--- config.mk ---
export PLATFORM = sky130hd
export DESIGN_NAME = laser_range_frame_parser
export DESIGN_NICKNAME = d
export VERILOG_FILES = /design/src/hdl/lrfp_pkg.sv /design/src/hdl/lrfp_framer.sv /design/src/hdl/lrfp_decode.sv /design/src/hdl/laser_range_frame_parser.sv
export VERILOG_INCLUDE_DIRS = /design/src /design/src/hdl
export SDC_FILE = /design/constraint.sdc
export NUM_CORES = 1
export LEC_CHECK = 0
export BUFFER_PORTS_ARGS = -buffer_cell sky130_fd_sc_hd__buf_2
export CORE_MARGIN = 5
export CORE_UTILIZATION = 67
export CTS_CLUSTER_SIZE = 14
export DETAILED_ROUTE_END_ITERATION = 10
export PLACE_DENSITY = 0.86
export SYNTH_ARGS = -nofsm -noshare
export SYNTH_HDL_FRONTEND = slang
export SYNTH_SLANG_ARGS = --single-unit
--- constraint.sdc ---
create_clock -name i_clk -period 19.7 [get_ports i_clk]
set_input_delay 0.985 -clock i_clk [delete_from_list [all_inputs] [get_ports i_clk]]
set_output_delay 0.985 -clock i_clk [all_outputs]
set_load 0.1 [all_outputs]
--- src/hdl/laser_range_frame_parser_macros.svh ---
// Assertion macros shared by the frame parser modules.
`ifndef LASER_RANGE_FRAME_PARSER_MACROS_SVH
`define LASER_RANGE_FRAME_PARSER_MACROS_SVH

`ifndef NO_ASSERTIONS

// Same-cycle implication, checked on every rising edge outside reset.
`define LRFP_ASSERT_NOW(label, ante, cons) \
    label: assert property (@(posedge i_clk) disable iff (!i_rst_n) (ante) |-> (cons)) \
        else $error("frame parser assertion failed");

// Next-cycle implication, checked on every rising edge outside reset.
`define LRFP_ASSERT_NEXT(label, ante, cons) \
    label: assert property (@(posedge i_clk) disable iff (!i_rst_n) (ante) |=> (cons)) \
        else $error("frame parser assertion failed");

`else

`define LRFP_ASSERT_NOW(label, ante, cons)
`define LRFP_ASSERT_NEXT(label, ante, cons)

`endif

`endif

--- src/hdl/lrfp_pkg.sv ---
// Package with the frame format constants, status codes and shared types.
package lrfp_pkg;

    localparam logic [7:0] HEADER_BYTE = 8'h80;
    localparam logic [3:0] CHECK_POS   = 4'd10;
    localparam int         DIGIT_COUNT = 5;

    localparam int DIST_W = 17;

    typedef enum logic [1:0] {
        STATUS_OK      = 2'd0,
        STATUS_CSUM    = 2'd1,
        STATUS_NODIGIT = 2'd2
    } t_status;

    // What the framer hands to the decoder on the checksum byte.
    typedef struct packed {
        logic                            csum_ok;
        logic [DIGIT_COUNT-1:0][7:0]     digits;
    } t_frame;

endpackage

--- src/hdl/lrfp_framer.sv ---
// Header hunt, byte position, running sum and digit store of the frame parser.
`include "laser_range_frame_parser_macros.svh"

module lrfp_framer (
    input  logic           i_clk,
    input  logic           i_rst_n,
    input  logic           i_accept,
    input  logic [7:0]     i_rx_byte,
    output logic           o_last,
    output lrfp_pkg::t_frame o_frame
);
    import lrfp_pkg::*;

    logic       r_in_frame, n_in_frame;
    logic [3:0] r_byte_index, n_byte_index;
    logic [7:0] r_running_sum, n_running_sum;
    logic [DIGIT_COUNT-1:0][7:0] r_digit_store;

    assign o_last = r_in_frame && (r_byte_index >= CHECK_POS);

    assign o_frame.csum_ok = (8'(8'd0 - r_running_sum) == i_rx_byte);
    assign o_frame.digits  = r_digit_store;

    always_comb begin
        n_in_frame    = r_in_frame;
        n_byte_index  = r_byte_index;
        n_running_sum = r_running_sum;
        if (i_accept) begin
            if (!r_in_frame) begin
                if (i_rx_byte == HEADER_BYTE) begin
                    n_in_frame    = 1'b1;
                    n_byte_index  = 4'd1;
                    n_running_sum = i_rx_byte;
                end
            end else if (o_last) begin
                n_in_frame    = 1'b0;
                n_byte_index  = 4'd0;
                n_running_sum = 8'd0;
            end else begin
                n_byte_index  = r_byte_index + 4'd1;
                n_running_sum = r_running_sum + i_rx_byte;
            end
        end
    end

    always_ff @(posedge i_clk) begin
        if (!i_rst_n) begin
            r_in_frame    <= 1'b0;
            r_byte_index  <= 4'd0;
            r_running_sum <= 8'd0;
        end else begin
            r_in_frame    <= n_in_frame;
            r_byte_index  <= n_byte_index;
            r_running_sum <= n_running_sum;
        end
    end

    // Positions 4, 5, 7, 8 and 9 are kept; the decimal point at 6 is skipped.
    always_ff @(posedge i_clk) begin
        if (i_accept && r_in_frame && !o_last) begin
            case (r_byte_index)
                4'd4:    r_digit_store[0] <= i_rx_byte;
                4'd5:    r_digit_store[1] <= i_rx_byte;
                4'd7:    r_digit_store[2] <= i_rx_byte;
                4'd8:    r_digit_store[3] <= i_rx_byte;
                4'd9:    r_digit_store[4] <= i_rx_byte;
                default: ;
            endcase
        end
    end

    `LRFP_ASSERT_NOW(a_hunt_clear, !r_in_frame, (r_byte_index == 4'd0) && (r_running_sum == 8'd0))
    `LRFP_ASSERT_NOW(a_index_range, r_in_frame, (r_byte_index >= 4'd1) && (r_byte_index <= CHECK_POS))
    `LRFP_ASSERT_NEXT(a_header_start, i_accept && !r_in_frame && (i_rx_byte == HEADER_BYTE),
        r_in_frame && (r_byte_index == 4'd1))

endmodule

--- src/hdl/lrfp_decode.sv ---
// Checksum verdict and leading-digit conversion into a distance and status.
module lrfp_decode (
    input  lrfp_pkg::t_frame               i_frame,
    output logic [lrfp_pkg::DIST_W-1:0]    o_distance_mm,
    output lrfp_pkg::t_status              o_status
);
    import lrfp_pkg::*;

    function automatic logic is_digit(input logic [7:0] c);
        return (c >= 8'h30) && (c <= 8'h39);
    endfunction

    logic [DIST_W-1:0] acc;
    logic              run;

    // Five short steps of multiply by ten and add, stopping at the first non-digit.
    always_comb begin
        acc = '0;
        run = 1'b1;
        for (int k = 0; k < DIGIT_COUNT; k++) begin
            if (run && is_digit(i_frame.digits[k])) begin
                acc = DIST_W'(acc * DIST_W'(10)) + DIST_W'(i_frame.digits[k][3:0]);
            end else begin
                run = 1'b0;
            end
        end
    end

    always_comb begin
        if (!i_frame.csum_ok) begin
            o_status      = STATUS_CSUM;
            o_distance_mm = '0;
        end else if (!is_digit(i_frame.digits[0])) begin
            o_status      = STATUS_NODIGIT;
            o_distance_mm = '0;
        end else begin
            o_status      = STATUS_OK;
            o_distance_mm = acc;
        end
    end

endmodule

--- src/hdl/laser_range_frame_parser.sv ---
// Top level of the laser range frame parser with its result register.
//
//  channel   direction  handshake                 payload
//  input     in         i_in_valid / o_in_stall   i_rx_byte[7:0]
//  result    out        o_out_valid / i_out_stall o_distance_mm[16:0], o_frame_status[1:0]
//
// One input item is taken every cycle unless the input stalls; the eleventh byte of a frame yields one
// result item in the next cycle, from the result register.
// Synchronous active-low reset returns the parser to header hunting.
// The input stalls only when a held result is still stalled and the next byte
// would finish another frame; all other bytes keep flowing.
`include "laser_range_frame_parser_macros.svh"

module laser_range_frame_parser (
    input  logic                         i_clk,
    input  logic                         i_rst_n,
    input  logic                         i_in_valid,
    output logic                         o_in_stall,
    input  logic [7:0]                   i_rx_byte,
    output logic                         o_out_valid,
    input  logic                         i_out_stall,
    output logic [lrfp_pkg::DIST_W-1:0]  o_distance_mm,
    output logic [1:0]                   o_frame_status
);
    import lrfp_pkg::*;

    logic              in_accept;
    logic              last;
    t_frame            frame;
    logic [DIST_W-1:0] dec_distance;
    t_status           dec_status;
    logic              new_result;
    logic              out_taken;

    logic              r_out_valid;
    logic [DIST_W-1:0] r_distance_mm;
    t_status           r_frame_status;

    assign o_in_stall = last && r_out_valid && i_out_stall;
    assign in_accept  = i_in_valid && !o_in_stall;
    assign new_result = in_accept && last;
    assign out_taken  = r_out_valid && !i_out_stall;

    lrfp_framer u_framer (
        .i_clk     (i_clk),
        .i_rst_n   (i_rst_n),
        .i_accept  (in_accept),
        .i_rx_byte (i_rx_byte),
        .o_last    (last),
        .o_frame   (frame)
    );

    lrfp_decode u_decode (
        .i_frame       (frame),
        .o_distance_mm (dec_distance),
        .o_status      (dec_status)
    );

    always_ff @(posedge i_clk) begin
        if (!i_rst_n) begin
            r_out_valid <= 1'b0;
        end else if (new_result) begin
            r_out_valid <= 1'b1;
        end else if (out_taken) begin
            r_out_valid <= 1'b0;
        end
    end

    always_ff @(posedge i_clk) begin
        if (new_result) begin
            r_distance_mm  <= dec_distance;
            r_frame_status <= dec_status;
        end
    end

    assign o_out_valid    = r_out_valid;
    assign o_distance_mm  = r_distance_mm;
    assign o_frame_status = r_frame_status;

    `LRFP_ASSERT_NOW(a_err_zero_dist, o_out_valid && (r_frame_status != STATUS_OK),
        o_distance_mm == '0)
    `LRFP_ASSERT_NOW(a_stall_cause, o_in_stall, o_out_valid && i_out_stall && last)
    `LRFP_ASSERT_NEXT(a_drain, out_taken && !new_result, !o_out_valid)

endmodule

==> metrics.md <==
| Metric | Value |
|---|---|
| Status | `finished, final reports clean` |
| Setup_tns | `0 ns` |
| Top cells by area, synth | `edfxtp_1 26%, ha_1 17%, xnor2_1 5.4%` |
| Seq pwr share | `55.0%` |
| Pre-antenna DRT Iters | `7` |
| Final Hold Fails | `0` |
| Worst path slowest cell | `edfxtp_1` |
| RSZ-0062 raised after global routing | `no` |
| Footprint of the multi-input gates | `0.004556 sq mm` |
| Total power | `300.8 uW` |
| Sw frac | `23.69%` |
| DR vias/cell | `6.369` |
| Slew margin rel. | `32.57%` |
| Antenna-violating nets left | `0` |
| Root Buffer | `clkbuf_8` |
| Post-synthesis instance total | `725` |
| Total grt overflow | `0` |
| Synth Area in Compound Gates | `between 10% and 20%` |
| Dpl hpwl | `12.26 mm` |
| Core Box Area | `0.009819 sq mm` |
| Initial Util | `around 70%` |
| CP arrival | `9.98 ns` |
| Simple-gate share of the synthesized area | `a little under a fifth` |
| Nature of the critical path endpoint | `flip-flop` |
| Clock power share | `41.9%` |
| Setup slack, reg-to-reg | `just under 10 ns` |
| Layout Cells excl Fill | `890` |
| Yosys reg bits | `73` |
| Cts repair resizes | `0` |
| IO buf count | `32` |
| Critical Path Start | `u_framer.o_frame[3]` |
| Pint | `around 230 uW` |
| Most common cell after layout, fill and taps aside | `ha_1` |
| Seq/Total Area, Yosys | `30.15%` |
| WL/cell | `18.07 um` |
| Reg area | `0.002052 sq mm` |
| Hold WC Path Type | `reg -> reg` |
| Max VDD drop | `~0.045 mV` |
| Async set-or-reset flop fraction in the synthesized netlist | `0%` |
| Avg Inst Size Synth | `9.388 sq um` |
| Reg-to-Reg End | `o_distance_mm[16]` |
| Vias | `5,668` |
| Slowest cell delay on critical path | `around 0.51 ns` |
| Post-synth top area cell | `edfxtp_1` |
| CTS tree | `yes` |
| Share of power burned in combinational logic | `3.1%` |
| Clk slew on worst S/H paths | `~0.09 ns` |
| Leakage power | `3.248 nW` |
| First-pass GRT wire length | `roughly 27 mm` |
| Main synth FF type | `edfxtp_1` |
| Adder-cell share of the synthesized area | `roughly 19%` |
| XOR/XNOR Fraction of Synth Area | `10.06%` |
| Post-synth top area share | `26.03%` |
| Final Cycle Share | `roughly 50%` |
| Iteration-0 DRC Markers | `332` |
| Net Switching | `71.25 uW` |
| Min Tclk post-route | `9.815 ns` |
| Antenna violations before repair | `0` |
| CP startpoint kind | `flip-flop` |
| Post-CTS setup buffer count | `0` |
| Critical Path Sink | `o_distance_mm[16]` |
| Critical path class | `reg -> reg` |
| Number of remaining DRC errors | `0` |
| Fmax achieved | `0.1019 GHz` |
| CTS Buffer Depth | `2` |
| YS warnings | `0` |
| Clock Latency Late Sink | `0.36 ns` |
| IO Pins | `33` |
| Largest net degree at the start of global routing | `18` |
| Max Cap Viol | `0` |
| Final GP Congestion | `0.9786` |
| Mux contribution to synthesized area | `2.500%` |
| H-tree depth | `3` |
| Vias in the first global route | `5,708` |
| Slew Limit Fails | `0` |
| Fill count | `725` |
| CP max FO | `7` |
| Die height | `110.8 um` |
| Die Wd | `110.8 um` |
| Cell count after placement | `874` |
| Setup Skew | `0.01441 ns` |
| ANT cells | `0` |
| Largest family of logic cells by synthesized area | `adder cells` |
| NumNets Final | `864` |
| Post-synth EDFFs | `59` |
| R2R depth | `36` |
| Clk sinks | `between 70 and 80` |
| RR Startpoint | `u_framer.o_frame[3]` |
| Routed WL | `16.08 mm` |
| Cell mode on critical path | `ha_1` |
| Area Overhead vs Synth | `7.022%` |
| Hold buffer count at cts | `0` |
| Syn Nets | `~840` |
| Post-synth design cell area | `0.006807 sq mm` |
| Most frequent cells in the layout | `91 x ha_1, 77 x nor2_1, 59 x edfxtp_1, 56 x nand2_1, 44 x a21oi_1` |
| Final setup violation count | `0` |
| Inserted Clock Buffers | `9` |
| Number of rows in the core area | `36` |
| Aggregate global-route resource usage | `26.33%` |
| Worst slew pin tran | `a little over 1 ns` |
| Power Density | `41.30 mW/mm^2` |
| Worst path required time | `19.86 ns` |
| Cell variety after synth | `75` |
| Layout cells sized above 1 | `8.719%` |
| Die area | `0.01227 sq mm` |
[power by group through the flow]
stage          registers, mW  logic, mW  clock network, mW
6_report               0.166    0.00937              0.126
5_1_grt                0.166     0.0102              0.134
4_1_cts                0.166    0.00922              0.126
3_5_place_dp           0.169    0.00915                  0
3_3_place_gp           0.169    0.00868                  0
2_1_floorplan          0.169    0.00441                  0
[cell usage after synthesis, types with 8 or more instances]
cell,n
o21ai_0,18
xnor2_1,42
o31ai_1,8
inv_1,36
ha_1,91
nor3_1,10
a21oi_1,44
a21o_1,10
nor2b_1,9
xor2_1,31
and2_1,9
o211ai_1,8
edfxtp_1,59
clkbuf_1,17
nor2_1,77
nand2_1,56
dfxtp_1,14
nand3_1,20
fa_1,9
mux2i_1,8
[flip-flops by register name, indices dropped and copies added (netlist names)]
register and flops:
u_framer.o_frame 40, o_distance_mm 17, u_framer.r_running_sum 8, u_framer.r_byte_index 4, o_frame_status 2, o_out_valid 1
u_framer.r_in_frame 1
[logic make-up after synthesis]
group	Yosys count
buf+inv	53
xor+xnor	75
compound gates	156
simple gates	251
flops	73
mux	16
other cells	1
fa+ha+maj	100
[worst min-delay path by stage]
| stage | startpoint | endpoint | slack, ns | depth (start not counted) |
|---|---|---|---|---|
| 2_1_floorplan | u_framer.r_running_sum[4] | u_framer.r_running_sum[4] | 0.49 | 2 |
| 3_3_place_gp | o_out_valid | o_out_valid | 0.50 | 2 |
| 3_5_place_dp | o_out_valid | o_out_valid | 0.53 | 2 |
| 4_1_cts | o_out_valid | o_out_valid | 0.54 | 2 |
| 5_1_grt | o_out_valid | o_out_valid | 0.58 | 2 |
| 6_report | o_out_valid | o_out_valid | 0.53 | 2 |
[per-stage QoR]
stage               area, sq um  hold WS, ns  utilization, %  setup WS, ns
global route               7284       0.5795           74.18         9.145
detailed placement         7077       0.5268           72.07         9.953
finish                     7284       0.5304           74.18         9.885
floorplan                  6807       0.4949               -         10.97
global placement           7077       0.4999           72.07         10.05
CTS                        7284       0.5393           74.18         9.888
[worst max-delay path: cells and delay by family (launching register included)]
kind,cells,cell delay [ns]
compound gates,9,2.25
flops,1,0.51
xor+xnor,6,1.65
simple gates,10,2.02
fa+ha+maj,9,2.97
buf+inv,2,0.20
[cell type report]
| type | instances | share of cell area [%] |
|---|---|---|
| tap | 133 | 2.284 |
| multi-input combinational | 599 | 62.54 |
| timing repair buffer | 33 | 2.302 |
| inverter | 36 | 1.855 |
| sequential | 73 | 28.17 |
| clock inverter | 7 | 1.151 |
| clock buffer | 9 | 1.700 |
[routing by layer]
layer,GRT usage (%),part of all wire (%),up-vias
met3,4.312,5.7,35
li1,-,-,2725
met5,0,0,-
met2,48.75,51,201
met4,9.442,2.4,0
met1,30.46,40,2707
No activity file was read; power rests on OpenSTA's default activity.
